**src/design/tlks_pkg.sv**
```systemverilog
// Shared constants, register indexes and the pattern mapping of the keystream core.
package tlks_pkg;

  // Default number of cells in each shift register.
  localparam int unsigned LfsrLengthDef = 16;
  // Width of the seed key and of each tap mask.
  localparam int unsigned KeyBits       = 48;
  localparam int unsigned TapWidth      = 16;
  localparam int unsigned TruthWidth    = 8;
  localparam int unsigned CfgDataWidth  = KeyBits;
  localparam int unsigned CfgIdxWidth   = 3;

  // Configuration register indexes.
  localparam logic [CfgIdxWidth-1:0] CFG_SEED_KEY    = 3'd0;
  localparam logic [CfgIdxWidth-1:0] CFG_FIRST_TAPS  = 3'd1;
  localparam logic [CfgIdxWidth-1:0] CFG_SECOND_TAPS = 3'd2;
  localparam logic [CfgIdxWidth-1:0] CFG_THIRD_TAPS  = 3'd3;
  localparam logic [CfgIdxWidth-1:0] CFG_TRUTH_TABLE = 3'd4;

  // Reset values of the tap masks.
  localparam logic [TapWidth-1:0] FirstTapsRst  = 16'hC900;
  localparam logic [TapWidth-1:0] SecondTapsRst = 16'hC110;
  localparam logic [TapWidth-1:0] ThirdTapsRst  = 16'hB400;

  // Maps the emitted bits {b1, b2, b3} onto the truth table bit position.
  function automatic logic [2:0] pattern_of(input logic [2:0] bits);
    logic [2:0] p;
    case (bits)
      3'b000:  p = 3'd0;
      3'b001:  p = 3'd5;
      3'b010:  p = 3'd4;
      3'b011:  p = 3'd6;
      3'b100:  p = 3'd1;
      3'b101:  p = 3'd7;
      3'b110:  p = 3'd2;
      default: p = 3'd3;
    endcase
    return p;
  endfunction

endpackage

```
**src/design/tlks_lfsr.sv**
```systemverilog
// One Fibonacci shift register with seed load, tap mask feedback and top cell output.
module tlks_lfsr import tlks_pkg::*; #(
  parameter int unsigned LfsrLength = LfsrLengthDef
) (
  input  logic                  clk_i,
  input  logic                  rst_ni,
  input  logic                  step_i,
  input  logic                  load_i,
  input  logic [LfsrLength-1:0] seed_i,
  input  logic [TapWidth-1:0]   taps_i,
  output logic                  top_o
);

  logic [LfsrLength-1:0] state_q, state_d;
  logic [LfsrLength-1:0] cur;
  logic [LfsrLength-1:0] mask;
  logic                  fb;

  // Tap bits beyond the register are dropped; cells beyond the mask are never tapped.
  for (genvar i = 0; i < LfsrLength; i++) begin : g_mask
    if (i < TapWidth) begin : g_tap
      assign mask[i] = taps_i[i];
    end else begin : g_none
      assign mask[i] = 1'b0;
    end
  end

  assign cur     = load_i ? seed_i : state_q;
  assign top_o   = cur[LfsrLength-1];
  assign fb      = ^(cur & mask);
  assign state_d = {cur[LfsrLength-2:0], fb};

  always_ff @(posedge clk_i or negedge rst_ni) begin
    if (!rst_ni) begin
      state_q <= '0;
    end else if (step_i) begin
      state_q <= state_d;
    end
  end

  // An all-zero register that is not reloaded stays all zero.
  a_zero_stays_zero: assert property (@(posedge clk_i) disable iff (!rst_ni)
    (step_i && !load_i && state_q == '0) |=> (state_q == '0))
    else $error("all-zero register left zero without a reload");

endmodule

```
**src/design/three_lfsr_combination_keystream_core.sv**
```systemverilog
// Top level of the three-register combination keystream generator.
//
//  Channel  | Direction | Handshake               | Payload
//  ---------+-----------+-------------------------+-------------------------------------------
//  input    | in        | in_valid_i / in_stall_o | restart_i
//  output   | out       | out_valid_o/ out_stall_i| keystream_bit_o, first_out_o, second_out_o,
//           |           |                         | third_out_o
//  config   | in        | cfg_we_i                | cfg_idx_i, cfg_wdata_i
//
// One item is taken in every clock cycle while in_stall_o is low; its result passes from the input
// register to the result register through the single step of the three shift registers.
// Reset clears the shift registers to zero, the tap masks to their defaults and both
// pipeline valid flags; no clearing pass is needed.
// While the output is stalled with a result waiting, the result register holds, the input register
// holds its item, and the input side is stalled only once both registers are full.
module three_lfsr_combination_keystream_core import tlks_pkg::*; #(
  parameter int unsigned LfsrLength = LfsrLengthDef
) (
  input  logic                    clk_i,
  input  logic                    rst_ni,
  // Configuration write port.
  input  logic                    cfg_we_i,
  input  logic [CfgIdxWidth-1:0]  cfg_idx_i,
  input  logic [CfgDataWidth-1:0] cfg_wdata_i,
  // Input channel.
  input  logic                    in_valid_i,
  output logic                    in_stall_o,
  input  logic                    restart_i,
  // Output channel.
  output logic                    out_valid_o,
  input  logic                    out_stall_i,
  output logic                    keystream_bit_o,
  output logic                    first_out_o,
  output logic                    second_out_o,
  output logic                    third_out_o
);

  // Configuration registers.
  logic [KeyBits-1:0]    seed_key_q;
  logic [TapWidth-1:0]   first_taps_q, second_taps_q, third_taps_q;
  logic [TruthWidth-1:0] truth_table_q;

  always_ff @(posedge clk_i or negedge rst_ni) begin
    if (!rst_ni) begin
      seed_key_q    <= '0;
      first_taps_q  <= FirstTapsRst;
      second_taps_q <= SecondTapsRst;
      third_taps_q  <= ThirdTapsRst;
      truth_table_q <= '0;
    end else if (cfg_we_i) begin
      unique case (cfg_idx_i)
        CFG_SEED_KEY:    seed_key_q    <= cfg_wdata_i[KeyBits-1:0];
        CFG_FIRST_TAPS:  first_taps_q  <= cfg_wdata_i[TapWidth-1:0];
        CFG_SECOND_TAPS: second_taps_q <= cfg_wdata_i[TapWidth-1:0];
        CFG_THIRD_TAPS:  third_taps_q  <= cfg_wdata_i[TapWidth-1:0];
        CFG_TRUTH_TABLE: truth_table_q <= cfg_wdata_i[TruthWidth-1:0];
        default: ; // Writes to indexes beyond the register list are ignored.
      endcase
    end
  end

  // Pipeline control. The input register advances whenever the result register is empty
  // or its result is being taken in the same cycle.
  logic s1_valid_q;
  logic restart_q;
  logic out_valid_q;
  logic out_free;
  logic s1_adv;
  logic in_xfer;

  assign out_free   = !out_valid_q || !out_stall_i;
  assign s1_adv     = s1_valid_q && out_free;
  assign in_stall_o = s1_valid_q && !out_free;
  assign in_xfer    = in_valid_i && !in_stall_o;

  always_ff @(posedge clk_i or negedge rst_ni) begin
    if (!rst_ni) begin
      s1_valid_q  <= 1'b0;
      out_valid_q <= 1'b0;
    end else begin
      if (in_xfer) begin
        s1_valid_q <= 1'b1;
      end else if (s1_adv) begin
        s1_valid_q <= 1'b0;
      end
      if (s1_adv) begin
        out_valid_q <= 1'b1;
      end else if (!out_stall_i) begin
        out_valid_q <= 1'b0;
      end
    end
  end

  always_ff @(posedge clk_i) begin
    if (in_xfer) begin
      restart_q <= restart_i;
    end
  end

  // Seed slices: bit j of the key seeds register j div LfsrLength, cell j mod LfsrLength.
  // Cells that fall beyond the key are seeded with zero.
  logic [LfsrLength-1:0] seed_slice [3];
  logic [TapWidth-1:0]   taps       [3];
  logic [2:0]            tops;

  assign taps[0] = first_taps_q;
  assign taps[1] = second_taps_q;
  assign taps[2] = third_taps_q;

  for (genvar r = 0; r < 3; r++) begin : g_reg
    for (genvar c = 0; c < LfsrLength; c++) begin : g_cell
      if (r * LfsrLength + c < KeyBits) begin : g_key
        assign seed_slice[r][c] = seed_key_q[r * LfsrLength + c];
      end else begin : g_zero
        assign seed_slice[r][c] = 1'b0;
      end
    end

    tlks_lfsr #(
      .LfsrLength(LfsrLength)
    ) u_lfsr (
      .clk_i (clk_i),
      .rst_ni(rst_ni),
      .step_i(s1_adv),
      .load_i(restart_q),
      .seed_i(seed_slice[r]),
      .taps_i(taps[r]),
      .top_o (tops[r])
    );
  end

  // The three emitted bits select one truth table bit through the fixed pattern order.
  logic [2:0] emitted;
  logic       keystream_d;

  assign emitted     = {tops[0], tops[1], tops[2]};
  assign keystream_d = truth_table_q[pattern_of(emitted)];

  logic keystream_q, first_q, second_q, third_q;

  always_ff @(posedge clk_i) begin
    if (s1_adv) begin
      keystream_q <= keystream_d;
      first_q     <= tops[0];
      second_q    <= tops[1];
      third_q     <= tops[2];
    end
  end

  assign out_valid_o     = out_valid_q;
  assign keystream_bit_o = keystream_q;
  assign first_out_o     = first_q;
  assign second_out_o    = second_q;
  assign third_out_o     = third_q;

  // A held result must never be overwritten by the next step.
  a_no_overwrite: assert property (@(posedge clk_i) disable iff (!rst_ni)
    (out_valid_o && out_stall_i) |-> !s1_adv)
    else $error("result register overwritten while stalled");

  // An input transfer into a full input register needs that register to move on.
  a_no_drop: assert property (@(posedge clk_i) disable iff (!rst_ni)
    (in_xfer && s1_valid_q) |-> s1_adv)
    else $error("input item accepted into an occupied input register");

  // Every step produces a result in the next cycle.
  a_step_gives_result: assert property (@(posedge clk_i) disable iff (!rst_ni)
    s1_adv |=> out_valid_o)
    else $error("step without a result");

endmodule
```
**config.mk**
```make
export PLATFORM = sky130hd
export DESIGN_NAME = three_lfsr_combination_keystream_core
export DESIGN_NICKNAME = d
export VERILOG_FILES = /design/src/design/tlks_pkg.sv /design/src/design/tlks_lfsr.sv /design/src/design/three_lfsr_combination_keystream_core.sv
export SDC_FILE = /design/constraint.sdc
export NUM_CORES = 1
export LEC_CHECK = 0
export BUFFER_PORTS_ARGS = -buffer_cell sky130_fd_sc_hd__buf_4
export CAP_MARGIN = 20
export CORE_MARGIN = 5
export CORE_UTILIZATION = 30
export CTS_BUF_LIST = sky130_fd_sc_hd__clkbuf_4 sky130_fd_sc_hd__clkbuf_8
export CTS_CLUSTER_DIAMETER = 120
export DETAILED_ROUTE_END_ITERATION = 7
export PLACE_DENSITY = 0.42
export SLEW_MARGIN = 15
export SYNTH_ARGS = -nofsm -noshare
export SYNTH_HDL_FRONTEND = slang
export SYNTH_SLANG_ARGS = --single-unit
```
**constraint.sdc**
```tcl
create_clock -name clk_i -period 2.6 [get_ports clk_i]
set_input_delay 0.13 -clock clk_i [delete_from_list [all_inputs] [get_ports clk_i]]
set_output_delay 0.13 -clock clk_i [all_outputs]
set_load 0.02 [all_outputs]
```
==> results.ini, run 1 <==
[finish]
stdcell_area_sq_um = 9260
area_growth_pct = 26.3
final_cell_mix = 142 x dfrtp_1, 128 x mux2_2, 73 x buf_4, 53 x dlygate4sd3_1, 30 x nor2_1
final_nets = 756
fillers = 2344
diodes = 0
mostFrequentLayoutCell = dfrtp_1
drive_above_1_share_pct = 36.7

[grt]
grt_pass1_vias = 5231
antenna_found_initial = 0
grt_pass1_wl_um = 29400
grt_usage_pct = 13.4
grt_start_max_net_pins = 66
grt-ovfl-total = 0

[route]
vias = 4945
avgRoutedWirePerCell_um = 17.1
drtIter0Drc = 230
ant_nets = 0
drt_wl_total_um = 17700
drtPass1Iterations = 4
route.detailed.drc = 0
via_per_inst = 4.77

[synth]
synthFlopType = dfrtp_1
seq_area_frac_synth_pct = 54.8
ys_ff_latch = 159
ys_warn_count = 0
syn-mean-instance-area_sq_um = 12.7
synth_edf_count = 5
postSynth.asyncResetShare_pct = 96.9
syn-cell-area_sq_um = 7330
syn-instance-count = 575
synth_nets = 632
synth_cell_type_count = 30

[clock_network]
cts_buffers = 17
cts_tree = done
htree_levels = 4
path_clk_slew_ns = 0.09
cts_root_buf = clkbuf_8
clk_latency_ns = 0.45
clock-sinks = 159
cts_setup_buffers = 0
cts_max_path_buffers = 2

[floorplan]
rows = 57
core_area_sq_um = 24200
start_util_pct = 30.3
dieArea_sq_um = 27600
die-width_um = 166
ioPinCount = 63
die_height_um = 166

[setup_path]
path_max_fanout = 18
cp_data_arrival_time_ns = 2.86
reg2reg_to = g_reg[0].u_lfsr.state_q[0]
cp-start-kind = flip-flop
cp.required_ns = 2.97
cp-end-kind = flip-flop
max_stage_delay_ns = 0.38
r2r-start = restart_q
path_cells = buf_12 -> buf_12 -> mux2_2 -> a211oi_1 -> o211ai_1 -> a211o_1 -> a211o_1 -> a31oi_1
worstPathBufferInverterCount = 2
cp_top_family = compound AO/OA/AOI/OAI gates
critPathKind = reg2reg
crit_slowest_cell = edfxtp_1
r2r_cells = 8
rrSetupSlack_ns = 0.11

[worst_hold_path]
hold_path_class = in2reg
holdPathEnd = second_taps_q[4]
hp-start = cfg_idx_i[0]
min_path_cells = 4

[sta]
period_needed_ns = 2.49
slew_headroom_pct = 36.5
period_share_pct = 95.8
rsz0062_at_grt = no
max_clock_freq_mhz = 401
fin_skew_ns = 0.0142
slew_violations = 0
tns_ns = 0
finalHoldViolCount = 0
setup_viol = 0
worstMarginPinSlew_ns = 0.947

[place]
placedInstanceArea_sq_um = 8290
io_buffers = 62
routabilityCongestion = 0.800
dp_hpwl_um = 12400

[job]
cap_violations = 0

[power_and_ir_drop]
p_per_area_nw_per_um2 = 820
power.total_mw = 7.59
p_leak_nw = 4.07
ir_worst_vdd_mv = 0.323

[run_status]
status = completed

## cell families (layout without fill, tap and decap cells)
logic type | Yosys count | count (layout) | synth area share [%]
flip-flops | 159 | 159 | 54.8
multiplexers | 157 | 157 | 23.9
AO/OA/AOI/OAI | 146 | 146 | 14.6
AND/OR/NAND/NOR | 58 | 58 | 3.38
buffers and inverters | 55 | 192 | 3.28
## routing by layer
| layer | vias to the layer above | part of all wire, % | track usage (%) |
|---|---|---|---|
| li1 | 2388 | - | - |
| met1 | 2473 | 50 | 19.0 |
| met2 | 68 | 46 | 21.2 |
| met3 | 16 | 2.4 | 2.45 |
| met4 | 0 | 1.1 | 3.74 |
| met5 | - | 0 | 0 |
## how the worst max path moves through the flow
stage,end,slack (ns),startpoint,cells past startpoint
5_1_grt,g_reg[1].u_lfsr.state_q[0],0.003,restart_q,8
3_3_place_gp,g_reg[2].u_lfsr.state_q[0],0.13,restart_q,8
2_1_floorplan,g_reg[0].u_lfsr.state_q[0],0.39,restart_q,7
3_5_place_dp,g_reg[2].u_lfsr.state_q[0],0.09,restart_q,8
4_1_cts,g_reg[2].u_lfsr.state_q[0],0.05,restart_q,8
6_report,g_reg[0].u_lfsr.state_q[0],0.11,restart_q,8
## stage by stage
| step | utilization, % | cells | hold slack, ns | setup WS [ns] |
|---|---|---|---|---|
| floorplan | - | 575 | -0.166 | 0.395 |
| global placement | 34.3 | 951 | 0.185 | 0.129 |
| detailed placement | 34.3 | 951 | 0.182 | 0.0865 |
| CTS | 38.3 | 1036 | 0.0688 | 0.0523 |
| global route | 38.3 | 1036 | 0.103 | 0.00347 |
| finish | 38.3 | 1036 | 0.103 | 0.109 |
## worst min-delay path: stages
cell      delay, ns
buf_4          0.12
nor4bb_4       0.10
nand2_1        0.09
o21ai_0        0.09
## synthesized netlist by cell type (18+ instances only)
master	number	share of area (%)
o21ai_0	18	1.2
a21oi_1	28	1.9
dfrtp_1	142	48
a211oi_1	21	2.2
mux2_2	128	20
clkbuf_1	20	1.0
a211o_1	24	2.9
nor2_1	30	1.5
mux2i_1	25	3.4
nand2_1	20	1.0
o211a_1	21	2.9
inv_1	29	1.5
o211ai_1	24	2.5
## cell type report
cell class | count | area (sq um) | area share [%]
flip-flops and latches | 159 | 4020 | 43.4
multi-input cells | 361 | 3120 | 33.7
repair buffers | 131 | 1170 | 12.6
well taps | 324 | 405 | 4.38
clock buffers | 26 | 327 | 3.53
inverters | 29 | 109 | 1.18
clock inverters | 6 | 108 | 1.16
## sequential cells by signal, summed over array words and instances, names as in the netlist
signal	flops
first_taps_q	16
truth_table_q	8
second_out_o	1
seed_key_q	48
g.u_lfsr.state_q	48
third_out_o	1
second_taps_q	16
s1_valid_q	1
out_valid_o	1
restart_q	1
third_taps_q	16
first_out_o	1
keystream_bit_o	1
## power by group
part	switching [mW]	total, mW	internal [mW]
logic	0.994	2.07	1.08
registers	0.371	3.53	3.16
clock network	0.883	1.99	1.11
## repair_timing
action                                  CTS  global route
resized for setup                         0             1
endpoints found under the setup margin    0             1
hold buffers                             53             0
endpoints found under the hold margin   160             0
Power figures use the tool's default switching activity.
==> run 2: changes to the inputs <==
--- a/config.mk
+++ b/config.mk
@@ -7,7 +7,7 @@
 export LEC_CHECK = 0
 export BUFFER_PORTS_ARGS = -buffer_cell sky130_fd_sc_hd__buf_4
 export CAP_MARGIN = 20
-export CORE_MARGIN = 5
+export CORE_MARGIN = 2
 export CORE_UTILIZATION = 30
 export CTS_BUF_LIST = sky130_fd_sc_hd__clkbuf_4 sky130_fd_sc_hd__clkbuf_8
 export CTS_CLUSTER_DIAMETER = 120
==> run 2 against run 1 <==
Core utilization about the same. Clock-buffer cell count decreased by 9. Sequential cell count unchanged. Via count increased by 1.7%. Highest routed layer unchanged. Total power decreased by 1.4%. Largest cell class unchanged. Routed wire length increased by 4.9%. Global-route usage increased by 1.1 points.
==> results.ini, run 2 (synthesized netlist as in run 1, its figures left out) <==
[run_status]
status = completed

[finish]
mostFrequentLayoutCell = dfrtp_1
final_nets = 759
diodes = 0
drive_above_1_share_pct = 37.6
area_growth_pct = 26.3
fillers = 2317
stdcell_area_sq_um = 9250
final_cell_mix = 142 x dfrtp_1, 128 x mux2_2, 76 x buf_4, 52 x dlygate4sd3_1, 30 x nor2_1
reg.largest.list = g.u_lfsr.state_q: 48 flops, seed_key_q: 48 flops

[grt]
antenna_found_initial = 0
grt_usage_pct = 14.5
grt_pass1_wl_um = 28800
met3_usage_pct = 2.57
grt_start_max_net_pins = 80
grt-ovfl-total = 0
busiest_layer = met2
use_met1_pct = 19.4
grt_pass1_vias = 5138
grtUsageMet2_pct = 24.2

[place]
routabilityCongestion = 0.774
io_buffers = 62
dp_slack_ns = 0.0363
placedInstanceArea_sq_um = 8280
dp_hpwl_um = 12400

[sta]
fin_hold_ws_ns = 0.0988
finalHoldViolCount = 0
setup_ws_ns = 0.0955
slew_violations = 0
period_needed_ns = 2.50
slew_headroom_pct = 36.3
max_clock_freq_mhz = 399
worstMarginPinSlew_ns = 0.951
tns_ns = 0
rsz0062_at_grt = no
setup_viol = 0
fin_skew_ns = 0.00969
period_share_pct = 96.3

[clock_network]
cts_tree = done
path_clk_slew_ns = 0.10
cts_max_path_buffers = 2
clock-sinks = 159
clk_latency_ns = 0.46
cts_root_buf = clkbuf_8
cts_buffers = 17
htree_levels = 4

[setup_path]
critPathKind = reg2reg
cp_data_arrival_time_ns = 2.88
rrSetupSlack_ns = 0.1
cp-start-kind = flip-flop
crit_end = g_reg[1].u_lfsr.state_q[0]
cp-end-kind = flip-flop
r2r-start = restart_q
worstSetupStartpoint = restart_q
cp.required_ns = 2.98
r2r_cells = 8
reg2reg_to = g_reg[1].u_lfsr.state_q[0]
path_max_fanout = 18

[route]
ant_nets = 0
drt_wl_total_um = 18600
drtPass1Iterations = 4
via_per_inst = 4.84
route.detailed.drc = 0
drtIter0Drc = 238
avgRoutedWirePerCell_um = 17.9
vias = 5031

[floorplan]
die_height_um = 160
dieArea_sq_um = 25700
core_area_sq_um = 24200
ioPinCount = 63
rows = 57
die-width_um = 160
start_util_pct = 30.3

[job]
cap_violations = 0

[power_and_ir_drop]
p_leak_nw = 4.05
p_per_area_nw_per_um2 = 809
ir_worst_vdd_mv = 0.255

[worst_hold_path]
hold_path_class = in2reg
min_path_cells = 4

-- run 2: worst min path at each step --
stage            startpoint                to  slack [ns]
3_3_place_gp         rst_ni    seed_key_q[38]        0.14
6_report       cfg_idx_i[0]  second_taps_q[0]         0.1
3_5_place_dp         rst_ni    seed_key_q[38]        0.15
5_1_grt        cfg_idx_i[0]  second_taps_q[2]        0.09
4_1_cts        cfg_idx_i[0]  second_taps_q[2]        0.06
2_1_floorplan        rst_ni   first_taps_q[0]       -0.17
-- run 2: per-layer routing --
layer | share of wire, % | vias up
li1 | - | 2389
met1 | 47 | 2550
met2 | 49 | 81
met3 | 2.7 | 11
met4 | 1.0 | 0
met5 | 0 | -
-- run 2: through the flow --
step / power (mW) / instances / util (%)
2_1_floorplan: 4.96 / 575 / -
3_3_place_gp: 5.57 / 951 / 34.2
3_5_place_dp: 5.63 / 951 / 34.2
4_1_cts: 7.57 / 1035 / 38.0
5_1_grt: 8.00 / 1039 / 38.3
6_report: 7.48 / 1039 / 38.3
-- run 2: repair_timing --
action	CTS	global route
resized for setup	0	5
setup endpoints to repair	0	3
hold buffers	52	0
setup buffers	0	2
hold endpoints to repair	158	0
-- run 2: worst max-delay path, cell delays in order, from the launching register on --
cell and delay, ns:
edfxtp_1 0.44, buf_12 0.19, buf_4 0.18, mux2i_2 0.19, a211o_1 0.31, a211o_1 0.32, a211o_1 0.33, a211o_1 0.30
a31oi_1 0.15
-- run 2: area by class of cell --
type / count / area, sq um / area share, %
Sequential cell: 159 / 4020 / 43.4
Inverter: 29 / 109 / 1.18
Timing Repair Buffer: 134 / 1200 / 13.0
Multi-Input combinational cell: 361 / 3140 / 33.9
Clock inverter: 15 / 151 / 1.64
Tap cell: 324 / 405 / 4.38
Clock buffer: 17 / 234 / 2.53
-- run 2: where the power goes --
group          total, mW  internal (mW)  switching (mW)  leakage, nW
clock network       1.81          0.786            1.02        0.187
logic               2.13           1.10            1.04         2.01
registers           3.54           3.16           0.379         1.86
==> run 3: changes to the inputs <==
--- a/config.mk
+++ b/config.mk
@@ -13,6 +13,7 @@
 export CTS_CLUSTER_DIAMETER = 120
 export DETAILED_ROUTE_END_ITERATION = 7
 export PLACE_DENSITY = 0.42
+export RECOVER_POWER = 100
 export SLEW_MARGIN = 15
 export SYNTH_ARGS = -nofsm -noshare
 export SYNTH_HDL_FRONTEND = slang
==> run 3 against run 2 <==
The flow now finishes with violations (capacitance limit, slew limit). Cell count did not move. Core utilization fell by 0.48 points. Largest cell class unchanged. Clock power barely moved. Critical endpoint is now g_reg[0].u_lfsr.state_q[0]. Highest routed layer unchanged. Fmax rose by 0.31%. Sequential cell count did not move. Die area did not move. Sequential share of layout area rose by 0.55 points.
==> results.ini, run 3 (synthesized netlist as in run 1, its figures left out) <==
[route]
route.detailed.drc = 0
drtPass1Iterations = 4
drtIter0Drc = 214
avgRoutedWirePerCell_um = 17.9
via_per_inst = 4.83
ant_nets = 0
drt_wl_total_um = 18600
vias = 5023

[floorplan]
start_util_pct = 30.3
core_area_sq_um = 24200
die_height_um = 160
ioPinCount = 63
dieArea_sq_um = 25700
rows = 57
die-width_um = 160

[setup_path]
path_max_fanout = 9
cp-start-kind = flip-flop
cp-end-kind = flip-flop
critPathKind = reg2reg
cp.required_ns = 2.97
cp_data_arrival_time_ns = 2.86

[power_and_ir_drop]
ir_worst_vdd_mv = 0.256
clkPwrFrac_pct = 24.3
switching_share_pct = 32.7
seqPwrFrac_pct = 47.5
p_int_mw = 5.02
power_frac_comb_pct = 28.3
p_sw_mw = 2.43
p_per_area_nw_per_um2 = 815
p_leak_nw = 3.98

[finish]
fin_util_pct = 37.8
area_growth_pct = 24.7
final_nets = 759
drive_above_1_share_pct = 35.5
diodes = 0
mostFrequentLayoutCell = dfrtp_1
final_cell_mix = 142 x dfrtp_1, 128 x mux2_2, 61 x buf_4, 52 x dlygate4sd3_1, 30 x nor2_1
reg.largest.list = g.u_lfsr.state_q: 48 flops, seed_key_q: 48 flops

[sta]
max_clock_freq_mhz = 401
slew_headroom_pct = -0.757
worstMarginPinSlew_ns = 1.51
tns_ns = 0
rsz0062_at_grt = no
fin_skew_ns = 0.00954
period_needed_ns = 2.50
period_share_pct = 96.0
slew_violations = 86
setup_ws_ns = 0.103
finalHoldViolCount = 0
setup_viol = 0

[grt]
grt_pass1_vias = 5138
grt_start_max_net_pins = 80
grt-ovfl-total = 0
grt_usage_pct = 14.5
grt_pass1_wl_um = 28800
antenna_found_initial = 0

[clock_network]
path_clk_slew_ns = 0.10
cts_buffers = 17
cts_max_path_buffers = 2
clock-sinks = 159
clk_latency_ns = 0.46
htree_levels = 4
cts_tree = done
cts_root_buf = clkbuf_8

[run_status]
failed_checks = capacitance limit, slew limit
status = finished, violations left

[place]
dp_slack_ns = 0.0363
routabilityCongestion = 0.774
dp_hpwl_um = 12400
io_buffers = 62

[job]
cap_violations = 3

[worst_hold_path]
hold_path_class = in2reg

[run 3: changes by cell type in the layout (fill, tap and decap cells not counted), moves of 2 or more]
cell	previous run	this run
buf_12	3	1
buf_4	76	61
clkbuf_1	0	12
clkbuf_2	0	3
clkbuf_4	0	3
nor4bb_4	2	0
[run 3: final cells by class]
type	instances	area (sq um)
clock buffers	17	234
inverters	29	109
fillers	2338	15000
flip-flops and latches	159	4020
multi-input cells	361	3100
well taps	324	405
repair buffers	134	1120
clock inverters	15	151
[run 3: power by group through the flow]
stage	clock network, mW	registers, mW	logic, mW
after floorplan	0	3.46	1.50
after detailed placement	0	3.59	2.04
final	1.81	3.54	2.11
after CTS	1.91	3.54	2.12
after global placement	0	3.58	1.99
after global routing	2.01	3.63	2.33
[run 3: what timing repair did]
action	4_1_cts	5_1_grt
hold buffers	52	0
endpoints found under the hold margin	158	0
endpoints found under the setup margin	0	3
gates resized for setup	0	5
buffers inserted	0	2
[run 3: metrics by stage]
| stage | area, sq um | hold slack [ns] | std cells | power, mW |
|---|---|---|---|---|
| floorplan | 7330 | -0.166 | 575 | 4.96 |
| global placement | 8280 | 0.142 | 951 | 5.57 |
| detailed placement | 8280 | 0.150 | 951 | 5.63 |
| CTS | 9180 | 0.0600 | 1035 | 7.57 |
| global route | 9140 | 0.136 | 1039 | 7.97 |
| finish | 9140 | 0.136 | 1039 | 7.45 |
[run 3: worst max-delay path, cell delays in order, from the launching register on]
cell       delay [ns]
edfxtp_1         0.44
buf_4            0.19
clkbuf_16        0.18
mux2i_1          0.17
a211o_1          0.31
a211o_1          0.32
a211o_1          0.32
a211o_1          0.30
a31oi_1          0.17
[run 3: path summary, 6_finish.rpt]
| check | startpoint | to | slack (ns) | cells past startpoint |
|---|---|---|---|---|
| setup / recovery | restart_q | g_reg[0].u_lfsr.state_q[0] | 0.10 | 8 |
| hold / removal | cfg_idx_i[0] | second_taps_q[2] | 0.14 | 4 |
| setup reg to reg | restart_q | g_reg[0].u_lfsr.state_q[0] | 0.10 | 8 |
| hold reg to reg | s1_valid_q | out_valid_o | 0.49 | 1 |
| max in group asynchronous | rst_ni | second_taps_q[3] | 0.39 | 3 |
| min in group asynchronous | rst_ni | seed_key_q[38] | 0.58 | 2 |
[run 3: routing by layer]
layer  track usage, %  routed length, um  vias to the layer above
met5                0                  0                        -
met4             4.42                195                        0
met3             2.57                528                       12
met2             24.2               9080                       84
met1             19.4               8750                     2546
li1                 -                  -                     2381
